File: src/rtl/tptw_pkg.sv
// ----------------------------------------------------------------------------
// tptw_pkg: shared types, constants and microcode for the two-wheel
// trapezoidal setpoint generator.
// Holds the command codes, the register map, the datapath widths and the
// control program that the sequencer steps through.
// ----------------------------------------------------------------------------
package tptw_pkg;

    // Fixed point format: positions Q24.8, velocities Q16.8.
    localparam int FRAC_BITS = 8;

    // Field and datapath widths.
    localparam int CMD_W      = 3;
    localparam int COUNT_W    = 16;
    localparam int POS_W      = 32;
    localparam int VEL_W      = 24;
    localparam int CFG_IDX_W  = 3;
    localparam int CFG_DATA_W = 24;
    localparam int MAG_W      = 32;   // |target - position|
    localparam int PROD_W     = 40;   // 24 x 16 multiplier product
    localparam int RAD_W      = 56;   // 2 * max_accel * |error|
    localparam int ROOT_W     = RAD_W / 2;
    localparam int REM_W      = ROOT_W + 4;
    localparam int PC_W       = 5;
    localparam int CNT_W      = 5;

    // Register map.
    localparam logic [CFG_IDX_W-1:0] CFG_MAX_VELOCITY     = 3'd0;
    localparam logic [CFG_IDX_W-1:0] CFG_MAX_ACCEL        = 3'd1;
    localparam logic [CFG_IDX_W-1:0] CFG_TICK_PERIOD      = 3'd2;
    localparam logic [CFG_IDX_W-1:0] CFG_FORWARD_DISTANCE = 3'd3;
    localparam logic [CFG_IDX_W-1:0] CFG_PIVOT_DISTANCE   = 3'd4;

    // Register values after reset.
    localparam logic [22:0] RST_MAX_VELOCITY     = 23'd12800;
    localparam logic [22:0] RST_MAX_ACCEL        = 23'd25600;
    localparam logic [15:0] RST_TICK_PERIOD      = 16'd655;
    localparam logic [23:0] RST_FORWARD_DISTANCE = 24'd25600;
    localparam logic [23:0] RST_PIVOT_DISTANCE   = 24'd25600;

    // Snap thresholds: error under 1.0 and ten times the speed under 1.0.
    localparam logic [MAG_W-1:0] SNAP_MAG = MAG_W'(1) << FRAC_BITS;
    localparam logic [27:0]      SNAP_V10 = 28'(1) << FRAC_BITS;

    // Half of one Q0.16 step, for round to nearest.
    localparam logic [PROD_W-1:0] ROUND_HALF = PROD_W'(1) << 15;

    typedef enum logic [CMD_W-1:0] {
        CMD_TICK    = 3'd0,
        CMD_FORWARD = 3'd1,
        CMD_BACK    = 3'd2,
        CMD_LEFT    = 3'd3,
        CMD_RIGHT   = 3'd4,
        CMD_RESET   = 3'd5
    } t_cmd;

    typedef enum logic {
        S_IDLE,
        S_RUN
    } t_state;

    // Datapath operations, one per control word.
    typedef enum logic [4:0] {
        OP_FINISH,
        OP_CLEAR,
        OP_DRV_MUL,
        OP_DRV_ADD,
        OP_ERR,
        OP_MAG,
        OP_MUL_LO,
        OP_MUL_HI,
        OP_RAD,
        OP_SQRT,
        OP_DES,
        OP_VERR,
        OP_VABS,
        OP_VNEW,
        OP_PABS,
        OP_PMUL,
        OP_PSTEP,
        OP_PUPD
    } t_op;

    // Jump conditions.
    typedef enum logic [1:0] {
        COND_NEXT,
        COND_ALWAYS,
        COND_CNT_NZ,
        COND_WHEEL_LEFT
    } t_cond;

    typedef struct packed {
        t_op              op;
        t_cond            cond;
        logic [PC_W-1:0]  target;
    } t_uword;

    // Program addresses.
    localparam logic [PC_W-1:0] ADR_DRIVE    = 5'd0;
    localparam logic [PC_W-1:0] ADR_DRV_ADD  = 5'd1;
    localparam logic [PC_W-1:0] ADR_FINISH_A = 5'd2;
    localparam logic [PC_W-1:0] ADR_CLEAR    = 5'd3;
    localparam logic [PC_W-1:0] ADR_TICK     = 5'd4;
    localparam logic [PC_W-1:0] ADR_SQRT     = 5'd9;
    localparam logic [PC_W-1:0] ADR_FINISH_B = 5'd18;
    localparam int              PROG_LEN     = 19;

    function automatic t_uword uw(input t_op op, input t_cond cond,
                                  input logic [PC_W-1:0] target);
        t_uword w;
        w.op     = op;
        w.cond   = cond;
        w.target = target;
        return w;
    endfunction

    // Control program. A wheel body ends by toggling the wheel select and
    // jumping back while the left wheel was the one just done.
    function automatic t_uword ucode(input logic [PC_W-1:0] pc);
        t_uword w;
        case (pc)
            5'd0:    w = uw(OP_DRV_MUL, COND_NEXT,       ADR_DRIVE);
            5'd1:    w = uw(OP_DRV_ADD, COND_WHEEL_LEFT, ADR_DRV_ADD);
            5'd2:    w = uw(OP_FINISH,  COND_NEXT,       ADR_FINISH_A);
            5'd3:    w = uw(OP_CLEAR,   COND_ALWAYS,     ADR_FINISH_A);
            5'd4:    w = uw(OP_ERR,     COND_NEXT,       ADR_TICK);
            5'd5:    w = uw(OP_MAG,     COND_NEXT,       ADR_TICK);
            5'd6:    w = uw(OP_MUL_LO,  COND_NEXT,       ADR_TICK);
            5'd7:    w = uw(OP_MUL_HI,  COND_NEXT,       ADR_TICK);
            5'd8:    w = uw(OP_RAD,     COND_NEXT,       ADR_TICK);
            5'd9:    w = uw(OP_SQRT,    COND_CNT_NZ,     ADR_SQRT);
            5'd10:   w = uw(OP_DES,     COND_NEXT,       ADR_TICK);
            5'd11:   w = uw(OP_VERR,    COND_NEXT,       ADR_TICK);
            5'd12:   w = uw(OP_VABS,    COND_NEXT,       ADR_TICK);
            5'd13:   w = uw(OP_VNEW,    COND_NEXT,       ADR_TICK);
            5'd14:   w = uw(OP_PABS,    COND_NEXT,       ADR_TICK);
            5'd15:   w = uw(OP_PMUL,    COND_NEXT,       ADR_TICK);
            5'd16:   w = uw(OP_PSTEP,   COND_NEXT,       ADR_TICK);
            5'd17:   w = uw(OP_PUPD,    COND_WHEEL_LEFT, ADR_TICK);
            5'd18:   w = uw(OP_FINISH,  COND_NEXT,       ADR_FINISH_B);
            default: w = uw(OP_FINISH,  COND_NEXT,       ADR_FINISH_B);
        endcase
        return w;
    endfunction

    // Program entry point for each command code.
    function automatic logic [PC_W-1:0] entry(input logic [CMD_W-1:0] cmd);
        logic [PC_W-1:0] adr;
        case (t_cmd'(cmd))
            CMD_TICK:    adr = ADR_TICK;
            CMD_FORWARD: adr = ADR_DRIVE;
            CMD_BACK:    adr = ADR_DRIVE;
            CMD_LEFT:    adr = ADR_DRIVE;
            CMD_RIGHT:   adr = ADR_DRIVE;
            CMD_RESET:   adr = ADR_CLEAR;
            default:     adr = ADR_FINISH_A;
        endcase
        return adr;
    endfunction

    // Saturate a wide two's complement sum to 32 bits signed.
    function automatic logic [POS_W-1:0] sat32(input logic [40:0] v);
        logic [POS_W-1:0] r;
        if (!v[40] && (|v[39:31])) begin
            r = {1'b0, {(POS_W-1){1'b1}}};
        end else if (v[40] && !(&v[39:31])) begin
            r = {1'b1, {(POS_W-1){1'b0}}};
        end else begin
            r = v[POS_W-1:0];
        end
        return r;
    endfunction

endpackage

File: src/rtl/tptw_if.sv
// ----------------------------------------------------------------------------
// tptw_if: channel interfaces of the two-wheel setpoint generator.
// tptw_cmd_if carries commands in, tptw_res_if carries setpoint results out.
// Both use valid/ready; a transfer happens when both are high at a clock edge.
// ----------------------------------------------------------------------------
interface tptw_cmd_if;
    logic                                valid;
    logic                                ready;
    logic [tptw_pkg::CMD_W-1:0]          command;
    logic signed [tptw_pkg::COUNT_W-1:0] count;

    modport source (output valid, output command, output count, input ready);
    modport sink   (input valid, input command, input count, output ready);
endinterface

interface tptw_res_if;
    logic                              valid;
    logic                              ready;
    logic signed [tptw_pkg::POS_W-1:0] left_position_setpoint;
    logic signed [tptw_pkg::POS_W-1:0] right_position_setpoint;
    logic signed [tptw_pkg::VEL_W-1:0] left_velocity_setpoint;
    logic signed [tptw_pkg::VEL_W-1:0] right_velocity_setpoint;

    modport source (output valid, output left_position_setpoint,
                    output right_position_setpoint, output left_velocity_setpoint,
                    output right_velocity_setpoint, input ready);
    modport sink   (input valid, input left_position_setpoint,
                    input right_position_setpoint, input left_velocity_setpoint,
                    input right_velocity_setpoint, output ready);
endinterface

File: src/rtl/trapezoidal_profile_two_wheel.sv
// ----------------------------------------------------------------------------
// trapezoidal_profile_two_wheel: two-wheel trapezoidal setpoint generator.
// A microcoded sequencer steps a small fixed point datapath (one 24x16
// multiplier, a bit-serial square root, add/compare units) through the drive,
// reset and tick programs held in the package.
//
//   Channel   Dir  Payload                                   Handshake
//   i_cmd     in   command, count                            valid/ready
//   o_res     out  left/right position, left/right velocity  valid/ready
//   i_cfg_*   in   register index, write data                write enable
//
// In a tick the bit-serial square root runs 28 iterations per wheel, one per
// root bit; drive, reset and unused command codes run much shorter programs.
// Commands are taken only while the sequencer is idle; a result waits in the
// output register, and the sequencer stalls on its last step only while that
// register is still full. Reset is synchronous and active low.
// ----------------------------------------------------------------------------
module trapezoidal_profile_two_wheel (
    input  logic                                i_clk,
    input  logic                                i_rst_n,
    input  logic                                i_cfg_we,
    input  logic [tptw_pkg::CFG_IDX_W-1:0]      i_cfg_idx,
    input  logic [tptw_pkg::CFG_DATA_W-1:0]     i_cfg_data,
    tptw_cmd_if.sink                            i_cmd,
    tptw_res_if.source                          o_res
);

    // Configuration registers.
    logic [22:0] r_max_vel;
    logic [22:0] r_max_acc;
    logic [15:0] r_tick_per;
    logic [23:0] r_fwd_dist;
    logic [23:0] r_piv_dist;

    // Wheel state.
    logic [tptw_pkg::POS_W-1:0] r_ltgt, r_rtgt, r_lpos, r_rpos;
    logic [tptw_pkg::VEL_W-1:0] r_lvel, r_rvel;

    // Sequencer.
    tptw_pkg::t_state            r_state, n_state;
    logic [tptw_pkg::PC_W-1:0]   r_pc, n_pc;
    logic [tptw_pkg::CNT_W-1:0]  r_cnt;
    logic                        r_wheel;
    tptw_pkg::t_uword            w_uw;
    tptw_pkg::t_op               w_op;
    logic                        w_run;
    logic                        w_out_free;
    logic                        w_taken;

    // Latched command.
    logic [tptw_pkg::CMD_W-1:0]   r_cmd;
    logic [tptw_pkg::COUNT_W-1:0] r_count;

    // Datapath registers.
    logic [32:0]                  r_err;
    logic [tptw_pkg::MAG_W-1:0]   r_mag;
    logic [tptw_pkg::PROD_W-1:0]  r_prod;
    logic [38:0]                  r_acc;
    logic [tptw_pkg::RAD_W-1:0]   r_rad;
    logic [tptw_pkg::REM_W-1:0]   r_rem;
    logic [tptw_pkg::ROOT_W-1:0]  r_root;
    logic [23:0]                  r_des;
    logic [24:0]                  r_verr;
    logic [38:0]                  r_limf;
    logic [24:0]                  r_vmag;
    logic [23:0]                  r_v;
    logic [23:0]                  r_pv;
    logic [23:0]                  r_stepm;

    // Output register.
    logic                         r_out_valid;
    logic [tptw_pkg::POS_W-1:0]   r_out_lpos, r_out_rpos;
    logic [tptw_pkg::VEL_W-1:0]   r_out_lvel, r_out_rvel;

    // Datapath wires.
    logic [tptw_pkg::POS_W-1:0]   w_tgt, w_pos;
    logic [tptw_pkg::VEL_W-1:0]   w_vel;
    logic [23:0]                  w_mul_a;
    logic [15:0]                  w_mul_b;
    logic [tptw_pkg::PROD_W-1:0]  w_mul_p;
    logic [15:0]                  w_cnt_abs;
    logic                         w_drv_fwd;
    logic                         w_drv_sub;
    logic                         w_drv_neg;
    logic [40:0]                  w_tsum;
    logic [32:0]                  w_err_neg;
    logic [54:0]                  w_rsum;
    logic [tptw_pkg::REM_W-1:0]   w_rem_sh;
    logic [tptw_pkg::REM_W-1:0]   w_trial;
    logic                         w_ge;
    logic [22:0]                  w_want;
    logic [23:0]                  w_want_x;
    logic [24:0]                  w_verr_neg;
    logic                         w_clamp;
    logic [24:0]                  w_vlim;
    logic [23:0]                  w_v_neg;
    logic [tptw_pkg::PROD_W-1:0]  w_round;
    logic [40:0]                  w_psum;
    logic [27:0]                  w_pv10;
    logic                         w_snap;
    logic                         w_load;

    // Current control word and handshake status.
    assign w_uw       = tptw_pkg::ucode(r_pc);
    assign w_op       = w_uw.op;
    assign w_run      = (r_state == tptw_pkg::S_RUN);
    assign w_out_free = !r_out_valid || o_res.ready;
    assign w_load     = w_run && (w_op == tptw_pkg::OP_FINISH) && w_out_free;

    assign i_cmd.ready = (r_state == tptw_pkg::S_IDLE);

    // Configuration writes.
    always_ff @(posedge i_clk) begin
        if (!i_rst_n) begin
            r_max_vel  <= tptw_pkg::RST_MAX_VELOCITY;
            r_max_acc  <= tptw_pkg::RST_MAX_ACCEL;
            r_tick_per <= tptw_pkg::RST_TICK_PERIOD;
            r_fwd_dist <= tptw_pkg::RST_FORWARD_DISTANCE;
            r_piv_dist <= tptw_pkg::RST_PIVOT_DISTANCE;
        end else if (i_cfg_we) begin
            case (i_cfg_idx)
                tptw_pkg::CFG_MAX_VELOCITY:     r_max_vel  <= i_cfg_data[22:0];
                tptw_pkg::CFG_MAX_ACCEL:        r_max_acc  <= i_cfg_data[22:0];
                tptw_pkg::CFG_TICK_PERIOD:      r_tick_per <= i_cfg_data[15:0];
                tptw_pkg::CFG_FORWARD_DISTANCE: r_fwd_dist <= i_cfg_data;
                tptw_pkg::CFG_PIVOT_DISTANCE:   r_piv_dist <= i_cfg_data;
                default: ;
            endcase
        end
    end

    // Sequencer state register.
    always_ff @(posedge i_clk) begin
        if (!i_rst_n) begin
            r_state <= tptw_pkg::S_IDLE;
            r_pc    <= tptw_pkg::ADR_FINISH_A;
        end else begin
            r_state <= n_state;
            r_pc    <= n_pc;
        end
    end

    // Next state and program counter.
    always_comb begin
        n_state = r_state;
        n_pc    = r_pc;
        w_taken = 1'b0;
        case (w_uw.cond)
            tptw_pkg::COND_NEXT:       w_taken = 1'b0;
            tptw_pkg::COND_ALWAYS:     w_taken = 1'b1;
            tptw_pkg::COND_CNT_NZ:     w_taken = (r_cnt != '0);
            tptw_pkg::COND_WHEEL_LEFT: w_taken = !r_wheel;
            default:                   w_taken = 1'b0;
        endcase
        case (r_state)
            tptw_pkg::S_IDLE: begin
                if (i_cmd.valid) begin
                    n_state = tptw_pkg::S_RUN;
                    n_pc    = tptw_pkg::entry(i_cmd.command);
                end
            end
            tptw_pkg::S_RUN: begin
                if (w_op == tptw_pkg::OP_FINISH) begin
                    if (w_out_free) begin
                        n_state = tptw_pkg::S_IDLE;
                    end
                end else begin
                    n_pc = w_taken ? w_uw.target : r_pc + 1'b1;
                end
            end
            default: n_state = tptw_pkg::S_IDLE;
        endcase
    end

    // Wheel select and iteration counter.
    always_ff @(posedge i_clk) begin
        if (!i_rst_n) begin
            r_wheel <= 1'b0;
            r_cnt   <= '0;
        end else if (i_cmd.valid && i_cmd.ready) begin
            r_wheel <= 1'b0;
        end else if (w_run) begin
            case (w_op)
                tptw_pkg::OP_DRV_ADD: r_wheel <= !r_wheel;
                tptw_pkg::OP_PUPD:    r_wheel <= !r_wheel;
                tptw_pkg::OP_RAD:     r_cnt   <= tptw_pkg::CNT_W'(tptw_pkg::ROOT_W - 1);
                tptw_pkg::OP_SQRT:    r_cnt   <= r_cnt - 1'b1;
                default: ;
            endcase
        end
    end

    // Command capture on transfer.
    always_ff @(posedge i_clk) begin
        if (i_cmd.valid && i_cmd.ready) begin
            r_cmd   <= i_cmd.command;
            r_count <= i_cmd.count;
        end
    end

    // Selected wheel.
    assign w_tgt = r_wheel ? r_rtgt : r_ltgt;
    assign w_pos = r_wheel ? r_rpos : r_lpos;
    assign w_vel = r_wheel ? r_rvel : r_lvel;

    // Shared multiplier operand selection.
    always_comb begin
        w_cnt_abs = r_count[15] ? 16'(-r_count) : r_count;
        w_drv_fwd = (r_cmd inside {tptw_pkg::CMD_FORWARD, tptw_pkg::CMD_BACK});
        w_mul_a   = '0;
        w_mul_b   = '0;
        case (w_op)
            tptw_pkg::OP_DRV_MUL: begin
                w_mul_a = w_drv_fwd ? r_fwd_dist : r_piv_dist;
                w_mul_b = w_cnt_abs;
            end
            tptw_pkg::OP_MUL_LO: begin
                w_mul_a = {1'b0, r_max_acc};
                w_mul_b = r_mag[15:0];
            end
            tptw_pkg::OP_MUL_HI: begin
                w_mul_a = {1'b0, r_max_acc};
                w_mul_b = r_mag[31:16];
            end
            tptw_pkg::OP_DES: begin
                w_mul_a = {1'b0, r_max_acc};
                w_mul_b = r_tick_per;
            end
            tptw_pkg::OP_PMUL: begin
                w_mul_a = r_pv;
                w_mul_b = r_tick_per;
            end
            default: ;
        endcase
        w_mul_p = w_mul_a * w_mul_b;
    end

    // Target step: the sign follows the command, the wheel and the count.
    always_comb begin
        if (r_wheel) begin
            w_drv_sub = (r_cmd inside {tptw_pkg::CMD_BACK, tptw_pkg::CMD_RIGHT});
        end else begin
            w_drv_sub = (r_cmd inside {tptw_pkg::CMD_BACK, tptw_pkg::CMD_LEFT});
        end
        w_drv_neg = w_drv_sub ^ r_count[15];
        if (w_drv_neg) begin
            w_tsum = {{9{w_tgt[31]}}, w_tgt} - {1'b0, r_prod};
        end else begin
            w_tsum = {{9{w_tgt[31]}}, w_tgt} + {1'b0, r_prod};
        end
    end

    // Tick arithmetic.
    always_comb begin
        w_err_neg  = -r_err;
        w_rsum     = {16'b0, r_acc} + {r_prod[38:0], 16'b0};

        // One root bit per step: shift in two radicand bits, try 4*root+1.
        w_rem_sh   = {r_rem[tptw_pkg::REM_W-3:0], r_rad[tptw_pkg::RAD_W-1 -: 2]};
        w_trial    = {2'b00, r_root, 2'b01};
        w_ge       = (w_rem_sh >= w_trial);

        // Desired speed is the lesser of the limit and the stopping speed.
        w_want     = ({5'b0, r_max_vel} < r_root) ? r_max_vel : r_root[22:0];
        w_want_x   = {1'b0, w_want};

        w_verr_neg = -r_verr;

        // Clamp the speed change only when it exceeds max_accel*tick_period.
        w_clamp    = ({r_vmag, 16'b0} > {2'b0, r_limf});
        if (r_verr[24]) begin
            w_vlim = {w_vel[23], w_vel} - {2'b0, r_limf[38:16]};
        end else begin
            w_vlim = {w_vel[23], w_vel} + {2'b0, r_limf[38:16]};
        end

        w_v_neg    = -r_v;
        w_round    = r_prod + tptw_pkg::ROUND_HALF;

        if (r_v[23]) begin
            w_psum = {{9{w_pos[31]}}, w_pos} - {17'b0, r_stepm};
        end else begin
            w_psum = {{9{w_pos[31]}}, w_pos} + {17'b0, r_stepm};
        end

        // Close and slow: snap onto the target.
        w_pv10 = 28'({r_pv, 3'b000}) + 28'({r_pv, 1'b0});
        w_snap = (r_mag < tptw_pkg::SNAP_MAG) && (w_pv10 < tptw_pkg::SNAP_V10);
    end

    // Datapath registers, loaded by the current control word.
    always_ff @(posedge i_clk) begin
        if (w_run) begin
            case (w_op)
                tptw_pkg::OP_DRV_MUL: r_prod <= w_mul_p;
                tptw_pkg::OP_ERR: begin
                    r_err <= {w_tgt[31], w_tgt} - {w_pos[31], w_pos};
                end
                tptw_pkg::OP_MAG: begin
                    r_mag <= r_err[32] ? w_err_neg[31:0] : r_err[31:0];
                end
                tptw_pkg::OP_MUL_LO: r_prod <= w_mul_p;
                tptw_pkg::OP_MUL_HI: begin
                    r_prod <= w_mul_p;
                    r_acc  <= r_prod[38:0];
                end
                tptw_pkg::OP_RAD: begin
                    r_rad  <= {w_rsum, 1'b0};
                    r_rem  <= '0;
                    r_root <= '0;
                end
                tptw_pkg::OP_SQRT: begin
                    r_rem  <= w_ge ? w_rem_sh - w_trial : w_rem_sh;
                    r_root <= {r_root[tptw_pkg::ROOT_W-2:0], w_ge};
                    r_rad  <= {r_rad[tptw_pkg::RAD_W-3:0], 2'b00};
                end
                tptw_pkg::OP_DES: begin
                    r_des  <= r_err[32] ? -w_want_x : w_want_x;
                    r_prod <= w_mul_p;
                end
                tptw_pkg::OP_VERR: begin
                    r_verr <= {r_des[23], r_des} - {w_vel[23], w_vel};
                    r_limf <= r_prod[38:0];
                end
                tptw_pkg::OP_VABS: r_vmag <= r_verr[24] ? w_verr_neg : r_verr;
                tptw_pkg::OP_VNEW: r_v <= w_clamp ? w_vlim[23:0] : r_des;
                tptw_pkg::OP_PABS: r_pv <= r_v[23] ? w_v_neg : r_v;
                tptw_pkg::OP_PMUL: r_prod <= w_mul_p;
                tptw_pkg::OP_PSTEP: r_stepm <= w_round[39:16];
                default: ;
            endcase
        end
    end

    // Wheel state updates.
    always_ff @(posedge i_clk) begin
        if (!i_rst_n) begin
            r_ltgt <= '0;
            r_rtgt <= '0;
            r_lpos <= '0;
            r_rpos <= '0;
            r_lvel <= '0;
            r_rvel <= '0;
        end else if (w_run) begin
            case (w_op)
                tptw_pkg::OP_CLEAR: begin
                    r_ltgt <= '0;
                    r_rtgt <= '0;
                    r_lpos <= '0;
                    r_rpos <= '0;
                    r_lvel <= '0;
                    r_rvel <= '0;
                end
                tptw_pkg::OP_DRV_ADD: begin
                    if (r_wheel) begin
                        r_rtgt <= tptw_pkg::sat32(w_tsum);
                    end else begin
                        r_ltgt <= tptw_pkg::sat32(w_tsum);
                    end
                end
                tptw_pkg::OP_PUPD: begin
                    if (r_wheel) begin
                        r_rpos <= w_snap ? r_rtgt : tptw_pkg::sat32(w_psum);
                        r_rvel <= w_snap ? '0 : r_v;
                    end else begin
                        r_lpos <= w_snap ? r_ltgt : tptw_pkg::sat32(w_psum);
                        r_lvel <= w_snap ? '0 : r_v;
                    end
                end
                default: ;
            endcase
        end
    end

    // Output register: loaded on the last step, freed by a transfer.
    always_ff @(posedge i_clk) begin
        if (!i_rst_n) begin
            r_out_valid <= 1'b0;
        end else if (w_load) begin
            r_out_valid <= 1'b1;
        end else if (o_res.ready) begin
            r_out_valid <= 1'b0;
        end
    end

    always_ff @(posedge i_clk) begin
        if (w_load) begin
            r_out_lpos <= r_lpos;
            r_out_rpos <= r_rpos;
            r_out_lvel <= r_lvel;
            r_out_rvel <= r_rvel;
        end
    end

    assign o_res.valid                   = r_out_valid;
    assign o_res.left_position_setpoint  = r_out_lpos;
    assign o_res.right_position_setpoint = r_out_rpos;
    assign o_res.left_velocity_setpoint  = r_out_lvel;
    assign o_res.right_velocity_setpoint = r_out_rvel;

    // A transfer always starts the program.
    a_accept_runs: assert property (@(posedge i_clk) disable iff (!i_rst_n)
        (i_cmd.valid && i_cmd.ready) |=> (r_state == tptw_pkg::S_RUN))
        else $error("command transfer did not start the sequencer");

    // The program counter stays inside the control program.
    a_pc_range: assert property (@(posedge i_clk) disable iff (!i_rst_n)
        (r_pc < tptw_pkg::PC_W'(tptw_pkg::PROG_LEN)))
        else $error("program counter left the control program");

    // The last step loads the output register and returns to idle.
    a_finish_loads: assert property (@(posedge i_clk) disable iff (!i_rst_n)
        w_load |=> (r_state == tptw_pkg::S_IDLE) && r_out_valid)
        else $error("last step did not load the result");

    // The square root remainder never needs its two top bits.
    a_sqrt_rem: assert property (@(posedge i_clk) disable iff (!i_rst_n)
        (w_run && (w_op == tptw_pkg::OP_SQRT))
            |-> (r_rem[tptw_pkg::REM_W-1 -: 2] == 2'b00))
        else $error("square root remainder overflowed");

endmodule

File: src/flat_wrapper.sv
// flat-port wrapper written by rule: the top's interface ports become plain ports
module trapezoidal_profile_two_wheel_flat 
  (i_clk, i_rst_n, i_cfg_we, i_cfg_idx, i_cfg_data, i_cmd_valid, i_cmd_command, i_cmd_count, i_cmd_ready, o_res_valid, o_res_left_position_setpoint, o_res_right_position_setpoint, o_res_left_velocity_setpoint, o_res_right_velocity_setpoint, o_res_ready);
  tptw_cmd_if i_cmd_i ();
  tptw_res_if o_res_i ();
  input  logic i_clk;
  input  logic i_rst_n;
  input  logic i_cfg_we;
  input  logic [tptw_pkg::CFG_IDX_W-1:0] i_cfg_idx;
  input  logic [tptw_pkg::CFG_DATA_W-1:0] i_cfg_data;
  input wire logic [$bits(i_cmd_i.valid)-1:0] i_cmd_valid;
  input wire logic [$bits(i_cmd_i.command)-1:0] i_cmd_command;
  input wire logic [$bits(i_cmd_i.count)-1:0] i_cmd_count;
  output wire logic [$bits(i_cmd_i.ready)-1:0] i_cmd_ready;
  output wire logic [$bits(o_res_i.valid)-1:0] o_res_valid;
  output wire logic [$bits(o_res_i.left_position_setpoint)-1:0] o_res_left_position_setpoint;
  output wire logic [$bits(o_res_i.right_position_setpoint)-1:0] o_res_right_position_setpoint;
  output wire logic [$bits(o_res_i.left_velocity_setpoint)-1:0] o_res_left_velocity_setpoint;
  output wire logic [$bits(o_res_i.right_velocity_setpoint)-1:0] o_res_right_velocity_setpoint;
  input wire logic [$bits(o_res_i.ready)-1:0] o_res_ready;
  assign i_cmd_i.valid = i_cmd_valid;
  assign i_cmd_i.command = i_cmd_command;
  assign i_cmd_i.count = i_cmd_count;
  assign i_cmd_ready = i_cmd_i.ready;
  assign o_res_valid = o_res_i.valid;
  assign o_res_left_position_setpoint = o_res_i.left_position_setpoint;
  assign o_res_right_position_setpoint = o_res_i.right_position_setpoint;
  assign o_res_left_velocity_setpoint = o_res_i.left_velocity_setpoint;
  assign o_res_right_velocity_setpoint = o_res_i.right_velocity_setpoint;
  assign o_res_i.ready = o_res_ready;
  trapezoidal_profile_two_wheel u_core (.i_clk(i_clk), .i_rst_n(i_rst_n), .i_cfg_we(i_cfg_we), .i_cfg_idx(i_cfg_idx), .i_cfg_data(i_cfg_data), .i_cmd(i_cmd_i), .o_res(o_res_i));
endmodule
File: config.mk
export PLATFORM = sky130hd
export DESIGN_NAME = trapezoidal_profile_two_wheel_flat
export DESIGN_NICKNAME = d
export VERILOG_FILES = /design/src/rtl/tptw_pkg.sv /design/src/rtl/tptw_if.sv /design/src/rtl/trapezoidal_profile_two_wheel.sv /design/src/flat_wrapper.sv
export SDC_FILE = /design/constraint.sdc
export NUM_CORES = 2
export LEC_CHECK = 0
export BUFFER_PORTS_ARGS = -buffer_cell sky130_fd_sc_hd__buf_2
export CAP_MARGIN = 25
export CORE_MARGIN = 4
export CORE_UTILIZATION = 50
export DETAILED_ROUTE_END_ITERATION = 6
export HOLD_SLACK_MARGIN = 0.15
export PLACE_DENSITY = 0.74
export SLEW_MARGIN = 20
export SYNTH_ARGS = -nofsm -noshare
export SYNTH_HDL_FRONTEND = slang
export SYNTH_SLANG_ARGS = --single-unit
File: constraint.sdc
create_clock -name i_clk -period 10.42 [get_ports i_clk]
set_input_delay 0.521 -clock i_clk [delete_from_list [all_inputs] [get_ports i_clk]]
set_output_delay 0.521 -clock i_clk [all_outputs]
set_load 0.03 [all_outputs]
==> metrics.md <==
| Metric | Value |
|---|---|
| Worst R2R Setup Slack | 1.09 ns |
| Rows | 128 |
| # IOs | 165 |
| TNS Setup | 0 ns |
| Clock root cell | clkbuf_16 |
| Vias in the first global route | 48.47k |
| Post-route DRC | 0 |
| Clk_skew | 0.03590 ns |
| Post-DP HPWL | 140000 um |
| Wire per inst | 22.32 um |
| RSZ-0062 raised after global routing | no |
| Worst Slack Setup Final | 1.086 ns |
| Filler instances | 10.68k |
| Status | finished clean |
| EDFF count, synth | 573 |
| Syn-to-layout area delta | 10.41% |
| Final setup viols | 0 |
| Relative slew slack | 0.2223 |
| Dominant synthesized flop cell | edfxtp_1 |
| Grt ovf | 0 |
| Initial Util | 0.5052 |
| Post-synth ARST share | 0 |
| FF-to-FF End | u_core.r_prod[38]$_DFFE_PP_ |
| Worst R2R Start | u_core.w_uw[8]$_SDFF_PP0_ |
| Highest-delay cell along the critical path | o21ai_1 |
| GRT Resource Usage Total | 0.2806 |
| Fin cells | 8355 |
| Worst slew pin tran | 1.167 ns |
| Pwr dens | 121.8 nW/um^2 |
| Max-slew violation count | 0 |
| Post-layout min period | 9.334 ns |
| Syn nets | 7274 |
| RePlAce Congestion | 0.9597 |
| CTS tree | done |
| Vias per std cell | 6.003 |
| Antenna Nets Post-Route | 0 |
| Crit path arrival time | 9.77 ns |
| Worst setup EP type | register |
| Clock Tree Buf Depth | 3 |
| Max Fclk | 107.1 MHz |
| Clk sink count | 884 |
| Resized Gates After CTS | 0 |
| Post-Synthesis Cells | 6514 |
| Largest net degree at the start of global routing | 99 |
| CTS clock-pin slew for the worst setup and hold paths | 0.06 ns |
| Die area | 129300 um^2 |
| CP max stage delay | 0.67 ns |
| Synth cell types | 95 |
| Hold Path End | u_core.r_fwd_dist[3]$_SDFFE_PN0P_ |
| Core area | 122400 um^2 |
| Crit path required time | 10.85 ns |
| Num CTS Buffers | 93 |
| # port buffers | 164 |
| Synthesized area per cell | 9.490 um^2 |
| Final worst path period share | 0.8957 |
| Crit-path most repeated cell | fa_1 |
| Clk Latency, worst-skew pair | 0.69 ns |
| Hold Violations, Final | 0 |
| Multi-input gate area | 35240 um^2 |
| Fraction of layout cells with a size suffix above 1 | 0.08815 |
| Most frequent cells in the layout | 915 x nand2_1, 589 x inv_1, 573 x edfxtp_1 |
| Yosys Warn Count | 0 |
| First DRT Iteration DRCs | 5396 |
| # nets final | 7408 |
| DP Worst Slack | 1.262 ns |
| Worst R2R Path Depth | 29 |
| Setup bufs post-CTS | 0 |
| Post-CTS Hold Buffers | 36 |
| Max-capacitance violation count | 0 |
| Die Width | 359.6 um |
| Worst Hold Depth | 3 |
| VDD IR-drop max | 130.4 uV |
| Seq/Total Area, Yosys | 0.3790 |
| Hold_sp | i_cfg_data[3] |
| Lkg Pwr | 28.58 nW |
| First-pass GRT wire length | 285500 um |
| Initial antenna violation count | 6 |
| Hold WC Path Type | in -> reg |
| Critical-path maximum fanout | 17 |
| Most common cell after layout, fill and taps aside | nand2_1 |
| Die height | 359.6 um |
| Cells after DPL | 8138 |
| DR vias | 50.15k |
| FF+latch area | 23440 um^2 |
| WS Path Type | reg -> reg |
| Worst setup SP type | register |
| Drt total wl | 186500 um |
| H-tree Lvls | 3 |
| Flops & latches, synth | 884 |
| Synthesized area | 61820 um^2 |
| Drt pass-1 iters | 6 |
-- logic make-up (layout without fill, tap and decap cells) --
kind of cell    count (synthesis)  in the layout  share of synthesized area
buf+inv                       860           1073                    0.05361
xor+xnor                      451            451                    0.06402
fa+ha+maj                     710            710                     0.1815
mux                           161            161                    0.02688
other cells                     0              3                          0
simple gates                 2059           2059                     0.1497
compound gates               1389           1389                     0.1452
flops                         884            884                     0.3790
-- Yosys cell counts (32+ instances only) --
library cell    n  share of area
nor4_1         49         0.0050
o21a_1         66         0.0080
nor3_1        100         0.0081
nor2b_1        51         0.0052
or3_1          43         0.0044
ha_1          397          0.080
nand3_1        97         0.0079
mux2_2         40         0.0073
edfxtp_1      573           0.28
nor2_1        493          0.030
mux2i_1       121          0.020
xnor2_1       320          0.045
nand4_1        32         0.0032
nand2b_1       68         0.0069
and3_1         46         0.0047
o31ai_1        49         0.0060
inv_1         591          0.036
a22oi_1        72         0.0087
xor2_1        130          0.018
o21ai_0       286          0.023
a211oi_1       33         0.0040
dfxtp_1       311           0.10
a21oi_1       424          0.034
fa_1          312           0.10
clkbuf_1      235          0.014
a31oi_1        37         0.0037
nand2_1       916          0.056
and2_1         74         0.0075
o211ai_1       49         0.0060
a21o_1        105          0.013
-- layout make-up --
cell class | instances | share of cell area
multi-input combinational | 4770 | 0.5163
sequential | 884 | 0.3434
clock buffer | 122 | 0.04028
inverter | 591 | 0.03258
timing repair buffer | 308 | 0.02999
tap | 1625 | 0.02979
clock inverter | 52 | 0.007608
antenna | 3 | 0.0001100
-- per-layer routing --
layer / wire length, um / track usage / up-vias
met5: 13 / 0 / -
met4: 8594 / 0.1140 / 2
met3: 16030 / 0.04498 / 465
met2: 85260 / 0.4492 / 2314
met1: 76600 / 0.3820 / 24500
li1: - / - / 22870
-- power by group --
group	switching, W	internal [W]	total [W]
combinational	0.000645	0.000290	0.000935
sequential	0.0000540	0.00380	0.00385
clock	0.00146	0.00207	0.00353
-- registers in the layout, indices dropped and copies added (netlist names), 25 cells and up --
register                              cells
u_core.r_rem                             30
u_core.r_lpos                            32
u_core.r_mag                             32
u_core.r_limf                            39
u_core.o_res.left_position_setpoint      32
u_core.o_res.right_position_setpoint     32
u_core.r_prod                            40
u_core.r_root                            28
u_core.r_rad                             55
u_core.r_vmag                            25
u_core.r_rtgt                            32
u_core.r_acc                             39
u_core.r_verr                            25
u_core.r_ltgt                            32
u_core.r_err                             33
u_core.r_rpos                            32
-- worst max path at each step --
stage	startpoint	end	slack, ns	cells past startpoint
2_1_floorplan	u_core.r_count[3]$_DFFE_PP_	u_core.r_prod[39]$_DFFE_PP_	2.14	29
3_3_place_gp	u_core.w_uw[8]$_SDFF_PP0_	u_core.r_prod[39]$_DFFE_PP_	1.45	26
3_5_place_dp	u_core.w_uw[8]$_SDFF_PP0_	u_core.r_prod[38]$_DFFE_PP_	1.26	29
4_1_cts	u_core.w_uw[8]$_SDFF_PP0_	u_core.r_prod[38]$_DFFE_PP_	1.25	28
5_1_grt	u_core.w_uw[8]$_SDFF_PP0_	u_core.r_prod[38]$_DFFE_PP_	0.52	29
6_report	u_core.w_uw[8]$_SDFF_PP0_	u_core.r_prod[38]$_DFFE_PP_	1.09	29
-- stage by stage --
step	hold WS, ns	total power (W)	util	area (um^2)
floorplan	0.4293	0.004511	-	61820
global placement	0.4380	0.004812	0.5271	64490
detailed placement	0.4427	0.004827	0.5276	64560
CTS	0.1534	0.008336	0.5573	68190
global route	0.1801	0.008575	0.5578	68250
finish	0.1831	0.008315	0.5578	68250
-- critical path: cells and delay by family (launching register included) --
family | cells | cell delay (ns)
AO/OA/AOI/OAI | 11 | 2.93
AND/OR/NAND/NOR | 5 | 1.03
XOR/XNOR | 1 | 0.09
adder cells (fa/ha/maj) | 7 | 3.50
buffers and inverters | 5 | 0.89
flip-flops | 1 | 0.61
Note: power is estimated with default switching activity, not from simulation.
